<file path="src/bcdclk_pkg.sv">
// shared types, constants and digit step functions for the bcd clock
`timescale 1ns / 1ps
package bcdclk_pkg;

	localparam logic [3:0] ONES_MAX       = 4'd9;
	localparam logic [2:0] TENS_MAX       = 3'd5;
	localparam logic [1:0] HOUR_TENS_MAX  = 2'd2;
	localparam logic [3:0] HOUR_ONES_LAST = 4'd3;

	localparam logic [15:0] MS_PER_SECOND_RST = 16'd1000;
	localparam logic [15:0] DEBOUNCE_MS_RST   = 16'd200;
	localparam logic [7:0]  MUX_MS_RST        = 8'd2;

	localparam logic [2:0] POS_HOUR_TENS   = 3'd0;
	localparam logic [2:0] POS_HOUR_ONES   = 3'd1;
	localparam logic [2:0] POS_MINUTE_TENS = 3'd2;
	localparam logic [2:0] POS_MINUTE_ONES = 3'd3;
	localparam logic [2:0] POS_SECOND_TENS = 3'd4;
	localparam logic [2:0] POS_SECOND_ONES = 3'd5;

	typedef enum logic [1:0] {
		REG_MS_PER_SECOND = 2'd0,
		REG_DEBOUNCE_MS   = 2'd1,
		REG_MUX_MS        = 2'd2
	} cfg_reg_t;

	typedef struct packed {
		logic tick;
		logic hour_button;
		logic minute_button;
		logic second_button;
		logic clear_button;
	} in_item_t;

	typedef struct packed {
		logic [1:0] hour_tens;
		logic [3:0] hour_ones;
		logic [2:0] minute_tens;
		logic [3:0] minute_ones;
		logic [2:0] second_tens;
		logic [3:0] second_ones;
		logic [2:0] shown_position;
		logic [3:0] shown_value;
	} out_item_t;

	typedef struct packed {
		logic [1:0] tens;
		logic [3:0] ones;
	} hour_t;

	typedef struct packed {
		logic [2:0] tens;
		logic [3:0] ones;
	} pair_t;

	typedef struct packed {
		hour_t hour;
		pair_t minute;
		pair_t second;
	} clk_time_t;

	// per item controls for the time keeper
	typedef struct packed {
		logic tick;
		logic hour;
		logic minute;
		logic second;
		logic clear;
	} time_ctrl_t;

	function automatic logic [3:0] ones_step(logic [3:0] d);
		return (d >= ONES_MAX) ? 4'd0 : 4'(d + 4'd1);
	endfunction

	function automatic logic [2:0] tens_step(logic [2:0] d);
		return (d >= TENS_MAX) ? 3'd0 : 3'(d + 3'd1);
	endfunction

	function automatic pair_t pair_step(pair_t p);
		pair_t r;
		r.ones = ones_step(p.ones);
		r.tens = (r.ones == 4'd0) ? tens_step(p.tens) : p.tens;
		return r;
	endfunction

	// true when the pair steps from 59 back to 00
	function automatic logic pair_wrap(pair_t p);
		return (p.ones >= ONES_MAX) && (p.tens >= TENS_MAX);
	endfunction

	function automatic hour_t hour_step(hour_t h);
		hour_t r;
		r.ones = ones_step(h.ones);
		r.tens = h.tens;
		if (r.ones == 4'd0) begin
			r.tens = (h.tens >= HOUR_TENS_MAX) ? 2'd0 : 2'(h.tens + 2'd1);
		end
		if (r.tens >= HOUR_TENS_MAX && r.ones > HOUR_ONES_LAST) begin
			r.tens = 2'd0;
			r.ones = 4'd0;
		end
		return r;
	endfunction

endpackage

</file>
<file path="src/bcdclk_time.sv">
// time keeper: bcd digits, set buttons, clear and the second counter
`timescale 1ns / 1ps
module bcdclk_time import bcdclk_pkg::*; (
	input  logic        clk,
	input  logic        arst_n,
	input  logic        en,
	input  time_ctrl_t  ctrl,
	input  logic [15:0] ms_per_second,
	output clk_time_t   time_nxt
);

	clk_time_t   time_q;
	logic [15:0] ms_in_second_q;
	logic [15:0] ms_nxt;
	logic [16:0] ms_inc;
	logic        sec_wrap;
	logic        min_wrap;

	always_comb begin
		time_nxt = time_q;
		ms_nxt   = ms_in_second_q;
		ms_inc   = {1'b0, ms_in_second_q} + 17'd1;
		sec_wrap = 1'b0;
		min_wrap = 1'b0;
		if (ctrl.hour) begin
			time_nxt.hour = hour_step(time_nxt.hour);
		end
		if (ctrl.minute) begin
			time_nxt.minute = pair_step(time_nxt.minute);
		end
		if (ctrl.second) begin
			time_nxt.second = pair_step(time_nxt.second);
		end
		if (ctrl.clear) begin
			time_nxt = '0;
			ms_nxt   = '0;
		end
		if (ctrl.tick && !ctrl.clear) begin
			if (ms_inc >= {1'b0, ms_per_second}) begin
				ms_nxt          = '0;
				sec_wrap        = pair_wrap(time_nxt.second);
				time_nxt.second = pair_step(time_nxt.second);
				if (sec_wrap) begin
					min_wrap        = pair_wrap(time_nxt.minute);
					time_nxt.minute = pair_step(time_nxt.minute);
					if (min_wrap) begin
						time_nxt.hour = hour_step(time_nxt.hour);
					end
				end
			end else begin
				ms_nxt = ms_inc[15:0];
			end
		end
	end

	always_ff @(posedge clk or negedge arst_n) begin
		if (!arst_n) begin
			time_q         <= '0;
			ms_in_second_q <= '0;
		end else if (en) begin
			time_q         <= time_nxt;
			ms_in_second_q <= ms_nxt;
		end
	end

endmodule

</file>
<file path="src/bcd_clock_with_set_and_mux_core.sv">
// top level of the 24-hour bcd clock with set buttons and display scan
//
// Each input item is one millisecond tick flag plus four button levels; each
// accepted item yields exactly one result item with the time after that item
// and the display digit now selected. The block takes one item per clock
// cycle unless the output stalls: an input register feeds one pass of counter
// and bcd carry logic that updates the clock state and loads the result
// register. The result register holds while the output is stalled, and the
// input register absorbs one more item before in_ready drops. Registers:
// 0 ms_per_second, 1 debounce_ms, 2 mux_ms, written through cfg_we/cfg_index/
// cfg_data by the user only while the block is idle; the block does not check.
`timescale 1ns / 1ps
module bcd_clock_with_set_and_mux_core import bcdclk_pkg::*; (
	input  logic        clk,
	input  logic        arst_n,
	input  logic        in_valid,
	output logic        in_ready,
	input  in_item_t    in_data,
	output logic        out_valid,
	input  logic        out_ready,
	output out_item_t   out_data,
	input  logic        cfg_we,
	input  logic [1:0]  cfg_index,
	input  logic [15:0] cfg_data
);

	logic [15:0] ms_per_second_q;
	logic [15:0] debounce_ms_q;
	logic [7:0]  mux_ms_q;

	logic        in_valid_s1;
	in_item_t    in_s1;
	logic        out_valid_q;
	out_item_t   out_q;

	logic [15:0] press_q;
	logic [7:0]  digit_cnt_q;
	logic [2:0]  pos_q;

	logic        advance;
	logic [15:0] press_inc;
	logic [15:0] press_nxt;
	logic        armed;
	time_ctrl_t  ctrl;
	clk_time_t   time_nxt;
	logic [8:0]  digit_inc;
	logic [7:0]  digit_cnt_nxt;
	logic [2:0]  pos_nxt;
	logic [3:0]  shown_nxt;

	assign advance   = in_valid_s1 && (!out_valid_q || out_ready);
	assign in_ready  = !in_valid_s1 || advance;
	assign out_valid = out_valid_q;
	assign out_data  = out_q;

	// config writes
	always_ff @(posedge clk or negedge arst_n) begin
		if (!arst_n) begin
			ms_per_second_q <= MS_PER_SECOND_RST;
			debounce_ms_q   <= DEBOUNCE_MS_RST;
			mux_ms_q        <= MUX_MS_RST;
		end else if (cfg_we) begin
			unique case (cfg_reg_t'(cfg_index))
				REG_MS_PER_SECOND: ms_per_second_q <= cfg_data;
				REG_DEBOUNCE_MS:   debounce_ms_q   <= cfg_data;
				REG_MUX_MS:        mux_ms_q        <= cfg_data[7:0];
				default: ;
			endcase
		end
	end

	// press timer and button gating
	always_comb begin
		press_inc = press_q;
		if (in_s1.tick && press_q != 16'hFFFF) begin
			press_inc = 16'(press_q + 16'd1);
		end
		armed       = press_inc > debounce_ms_q;
		ctrl.tick   = in_s1.tick;
		ctrl.hour   = armed && in_s1.hour_button;
		ctrl.minute = armed && in_s1.minute_button;
		ctrl.second = armed && in_s1.second_button;
		ctrl.clear  = armed && in_s1.clear_button;
		press_nxt   = (ctrl.hour || ctrl.minute || ctrl.second || ctrl.clear) ?
			16'd0 : press_inc;
	end

	bcdclk_time u_time (
		.clk           (clk),
		.arst_n        (arst_n),
		.en            (advance),
		.ctrl          (ctrl),
		.ms_per_second (ms_per_second_q),
		.time_nxt      (time_nxt)
	);

	// display scan
	always_comb begin
		digit_inc     = {1'b0, digit_cnt_q} + 9'd1;
		digit_cnt_nxt = digit_cnt_q;
		pos_nxt       = pos_q;
		if (in_s1.tick) begin
			if (digit_inc >= {1'b0, mux_ms_q}) begin
				digit_cnt_nxt = '0;
				pos_nxt       = (pos_q >= POS_SECOND_ONES) ? POS_HOUR_TENS :
					3'(pos_q + 3'd1);
			end else begin
				digit_cnt_nxt = digit_inc[7:0];
			end
		end
		unique case (pos_nxt)
			POS_HOUR_TENS:   shown_nxt = {2'b00, time_nxt.hour.tens};
			POS_HOUR_ONES:   shown_nxt = time_nxt.hour.ones;
			POS_MINUTE_TENS: shown_nxt = {1'b0, time_nxt.minute.tens};
			POS_MINUTE_ONES: shown_nxt = time_nxt.minute.ones;
			POS_SECOND_TENS: shown_nxt = {1'b0, time_nxt.second.tens};
			POS_SECOND_ONES: shown_nxt = time_nxt.second.ones;
			default:         shown_nxt = 4'd0;
		endcase
	end

	always_ff @(posedge clk or negedge arst_n) begin
		if (!arst_n) begin
			in_valid_s1 <= 1'b0;
			out_valid_q <= 1'b0;
			press_q     <= '0;
			digit_cnt_q <= '0;
			pos_q       <= '0;
		end else begin
			if (in_ready) begin
				in_valid_s1 <= in_valid;
			end
			if (advance) begin
				out_valid_q <= 1'b1;
				press_q     <= press_nxt;
				digit_cnt_q <= digit_cnt_nxt;
				pos_q       <= pos_nxt;
			end else if (out_ready) begin
				out_valid_q <= 1'b0;
			end
		end
	end

	// payload registers
	always_ff @(posedge clk) begin
		if (in_valid && in_ready) begin
			in_s1 <= in_data;
		end
		if (advance) begin
			out_q.hour_tens      <= time_nxt.hour.tens;
			out_q.hour_ones      <= time_nxt.hour.ones;
			out_q.minute_tens    <= time_nxt.minute.tens;
			out_q.minute_ones    <= time_nxt.minute.ones;
			out_q.second_tens    <= time_nxt.second.tens;
			out_q.second_ones    <= time_nxt.second.ones;
			out_q.shown_position <= pos_nxt;
			out_q.shown_value    <= shown_nxt;
		end
	end

endmodule

</file>
<file path="config.mk">
export PLATFORM = sky130hd
export DESIGN_NAME = bcd_clock_with_set_and_mux_core
export DESIGN_NICKNAME = d
export VERILOG_FILES = /design/src/bcdclk_pkg.sv /design/src/bcdclk_time.sv /design/src/bcd_clock_with_set_and_mux_core.sv
export SDC_FILE = /design/constraint.sdc
export NUM_CORES = 1
export LEC_CHECK = 0
export ABC_AREA = 1
export BUFFER_PORTS_ARGS = -buffer_cell sky130_fd_sc_hd__buf_2
export CAP_MARGIN = 10
export CORE_MARGIN = 2
export CORE_UTILIZATION = 25
export CTS_CLUSTER_DIAMETER = 40
export DETAILED_ROUTE_END_ITERATION = 6
export PLACE_DENSITY_LB_ADDON = 0.12
export SLEW_MARGIN = 5
export SYNTH_ARGS = -nofsm -noshare
export SYNTH_HDL_FRONTEND = slang
export SYNTH_SLANG_ARGS = --single-unit
</file>
<file path="constraint.sdc">
create_clock -name clk -period 5.5 [get_ports clk]
set_input_delay 1.375 -clock clk [delete_from_list [all_inputs] [get_ports clk]]
set_output_delay 1.375 -clock clk [all_outputs]
set_load 0.02 [all_outputs]
</file>
==> results.toml <==
[floorplan]
die_w_um = 195
die_h_um = 195
io_pins = 57
initial_standard_cell_utilization_of_the_core_pct = 25.2
rows = 70
dieArea_mm2 = 0.0382
coreArea_mm2 = 0.0363

[critical_path]
regToRegStartpoint = "press_q[0]"
cp_max_delay_cell = "dfrtp_1"
timing.critical_path.from_type = "flip-flop"
worst_r2r_endpoint = "out_data[0]"
crit_path_kind = "reg -> reg"
r2r.worst_path.cells = 34
worst_ep_arrival_time_ps = 5170
timing.critical_path.slowest_cell_delay_ps = 400
timing.critical_path.fanout_max = 9
critPathMostFrequentCell = "nand2_1"
reg2reg_slack_ps = 510
required_ps = 5690
worstSetupEndpointType = "flip-flop"

[final_layout]
area_growth_pct = 17.2
finalNetCount = 1362
fraction_of_layout_cells_with_a_size_suffix_above_1_pct = 14.7
insertedDiodeCount = 0

[synth]
ys_seq_area_share_pct = 39.3
synthesis.nets = 1290
synth-warning-count = 0
post_synth_instance_area_mm2 = 0.00916
post_synth.cell_area_avg_um2 = 7.69
synth_enable_flop_cells = 32
synth-seq-cells = 137
postSynth.asyncResetShare_pct = 76.6
count_of_different_cell_masters_after_synthesis = 50
synth_flop_cell = "dfrtp_1"
synthesized_instance_count = 1191

[pwr]
pwr_density_cell_mw_per_mm2 = 528
leakage_nw = 5.48
vdd_ir_drop_max_mv = 0.249

[clocking]
ctsHtreeMaxLevel = 4
cts_hold_repair.buffers = 0
numClockSinks = 137
root_buffer = "clkbuf_16"
cts_buffers = 17
max-clock-path-buffers = 2
clock_transition_at_path_regs_ps = 70
worst_skew_pair.late_latency_ps = 440
tritoncts = "built"

[placed_design]
io_buffer_count = 56
gp_routability_congestion = 0.801
setup_slack_after_placement_ps = 130
dp_hpwl_mm = 18.3

[grt]
grt_pass1_vias = 7469
groute.usage.overall_pct = 13.3
antenna_violations_before_repair = 0
grt_pass1_wl_mm = 39.9
grt_max_degree = 47
grt.overflow.total = 0

[sta]
hold_viol = 0
final_period_minus_worst_setup_slack_ps = 4990
unrepaired_setup_endpoints_after_global_routing = "false"
fin_skew_ps = 17.3
timing_worst_slew_pin_value_ps = 1090
timing.slew.headroom_pct = 27.4
totalNegativeSetupSlack_ps = 0
maxSlewViolCount = 0
postLayoutSetupSlackWorst_ps = 513
fin_crit_sh_pct = 90.7
max_freq_ghz = 0.201
setup_viol = 0
timing.hold.ws_ps = 485

[routing]
drt-met1-wl_mm = 12.4
first_pass_iteration_count_of_the_detailed_router = 5
wl_per_cell_um = 13.8
detailedRoute.firstIterationViolations = 344
antenna_violating_nets_post_route = 0
top_layer_used = "met4"
via_count_of_the_routed_design = 7487
dr_wl_met2_mm = 10.8
detail_route.drc_violations = 0
via_per_inst = 4.29
wl_met3_um = 537
totalWireLength_mm = 24.0

[status]
run_status = "finished clean"

[worst_hold_path]
worstHoldPathType = "reg -> reg"
min-delay-start = "mux_ms_q[4]"
worstHoldPathCells = 2
whs_endpoint = "mux_ms_q[4]"

[run]
max_cap_viol_count = 0
==> logic make-up (layout without fill, tap and decap cells) <==
group / count (synthesis) / after routing / synth area share [%]
simple gates: 526 / 526 / 27.0
compound gates: 177 / 177 / 10.3
flops: 137 / 137 / 39.3
xor+xnor: 38 / 38 / 3.63
fa+ha+maj: 71 / 71 / 9.70
buf+inv: 242 / 327 / 10.1
==> state kept, by name, indices dropped and copies added, names as in the netlist <==
signal and count:
mux_ms_q 8, u_time.time_q 20, pos_q 3, in_s1 4
out_valid 1, in_valid_s1 1, debounce_ms_q 16, ms_per_second_q 16
digit_cnt_q 8, out_data 27, press_q 16, ctrl 1
u_time.ms_in_second_q 16
==> worst max-delay path: cells and delay by family (launching register included) <==
family / cells / cell delay [ps]
compound gates: 3 / 390
xor+xnor: 1 / 200
fa+ha+maj: 3 / 660
buf+inv: 7 / 620
flops: 1 / 400
simple gates: 20 / 2440
==> layer usage <==
layer | vias to the layer above | GRT usage (%)
li1 | 3965 | -
met1 | 3411 | 18.3
met2 | 95 | 21.2
met3 | 16 | 2.37
met4 | 0 | 4.27
met5 | - | 0
==> layout make-up <==
| type | instances | area [um^2] |
|---|---|---|
| Fill cell | 3904 | 25600 |
| Multi-Input combinational cell | 812 | 4700 |
| Sequential cell | 137 | 3600 |
| Inverter | 221 | 837 |
| Tap cell | 468 | 586 |
| Clock buffer | 20 | 458 |
| Timing Repair Buffer | 74 | 430 |
| Clock inverter | 12 | 124 |
==> through the flow <==
stage,power (mW),instance area [um^2],utilization (%),instances
2_1_floorplan,3.67,9160,-,1191
4_1_cts,5.71,10600,29.2,1738
6_report,5.67,10700,29.5,1744
3_5_place_dp,4.49,10000,27.6,1706
3_3_place_gp,4.52,10000,27.6,1706
5_1_grt,6.26,10700,29.5,1744
==> worst max path at each step <==
stage                          start          end  slack, ps  depth (start not counted)
final                     press_q[0]  out_data[0]        510                         34
after global routing      press_q[0]  out_data[0]         10                         35
after CTS                 press_q[0]  out_data[0]         80                         34
after detailed placement  press_q[0]  out_data[0]        130                         34
after global placement    press_q[0]  out_data[1]        240                         34
after floorplan           press_q[0]  out_data[0]        810                         36
==> layout by cell type, fill, tap and decap left out, drive strengths merged, types with 9 or more instances in the layout <==
cell type	Yosys	layout
nor2	75	75
clkbuf	15	20
nand3	90	90
inv	219	221
dfstp	10	10
buf	6	74
o22ai	9	9
edfxtp	32	32
nand2	309	309
nand4	21	21
dfrtp	95	95
a21oi	26	26
xor2	35	35
o21ai	129	129
ha	71	71
nor3	19	19
==> Yosys cell counts (all sizes together) (3+ instances only) <==
library cell	n	share of area [%]
nor3	19	1.2
nor4	3	0.20
or2	5	0.34
ha	71	9.7
nand2	309	13
nor2	75	3.8
o21ai	129	7.0
o22ai	9	0.61
o31ai	3	0.25
xnor2	3	0.29
nand3	90	6.2
edfxtp	32	10
dfstp	10	2.9
dfrtp	95	26
nand4	21	1.5
a21oi	26	1.5
inv	219	9.0
buf	6	0.40
xor2	35	3.3
clkbuf	15	0.61
==> timing repair <==
action                                  4_1_cts  5_1_grt
endpoints found under the setup margin        0       26
hold endpoints to repair                      0        0
gates resized for setup                       0       17
buffers inserted                              0        6
==> report_power, final <==
part	total, mW	internal (mW)	switching, mW
clock	1.18	0.692	0.488
combinational	2.89	0.967	1.92
sequential	1.61	1.40	0.209
Power figures use the tool's default switching activity.
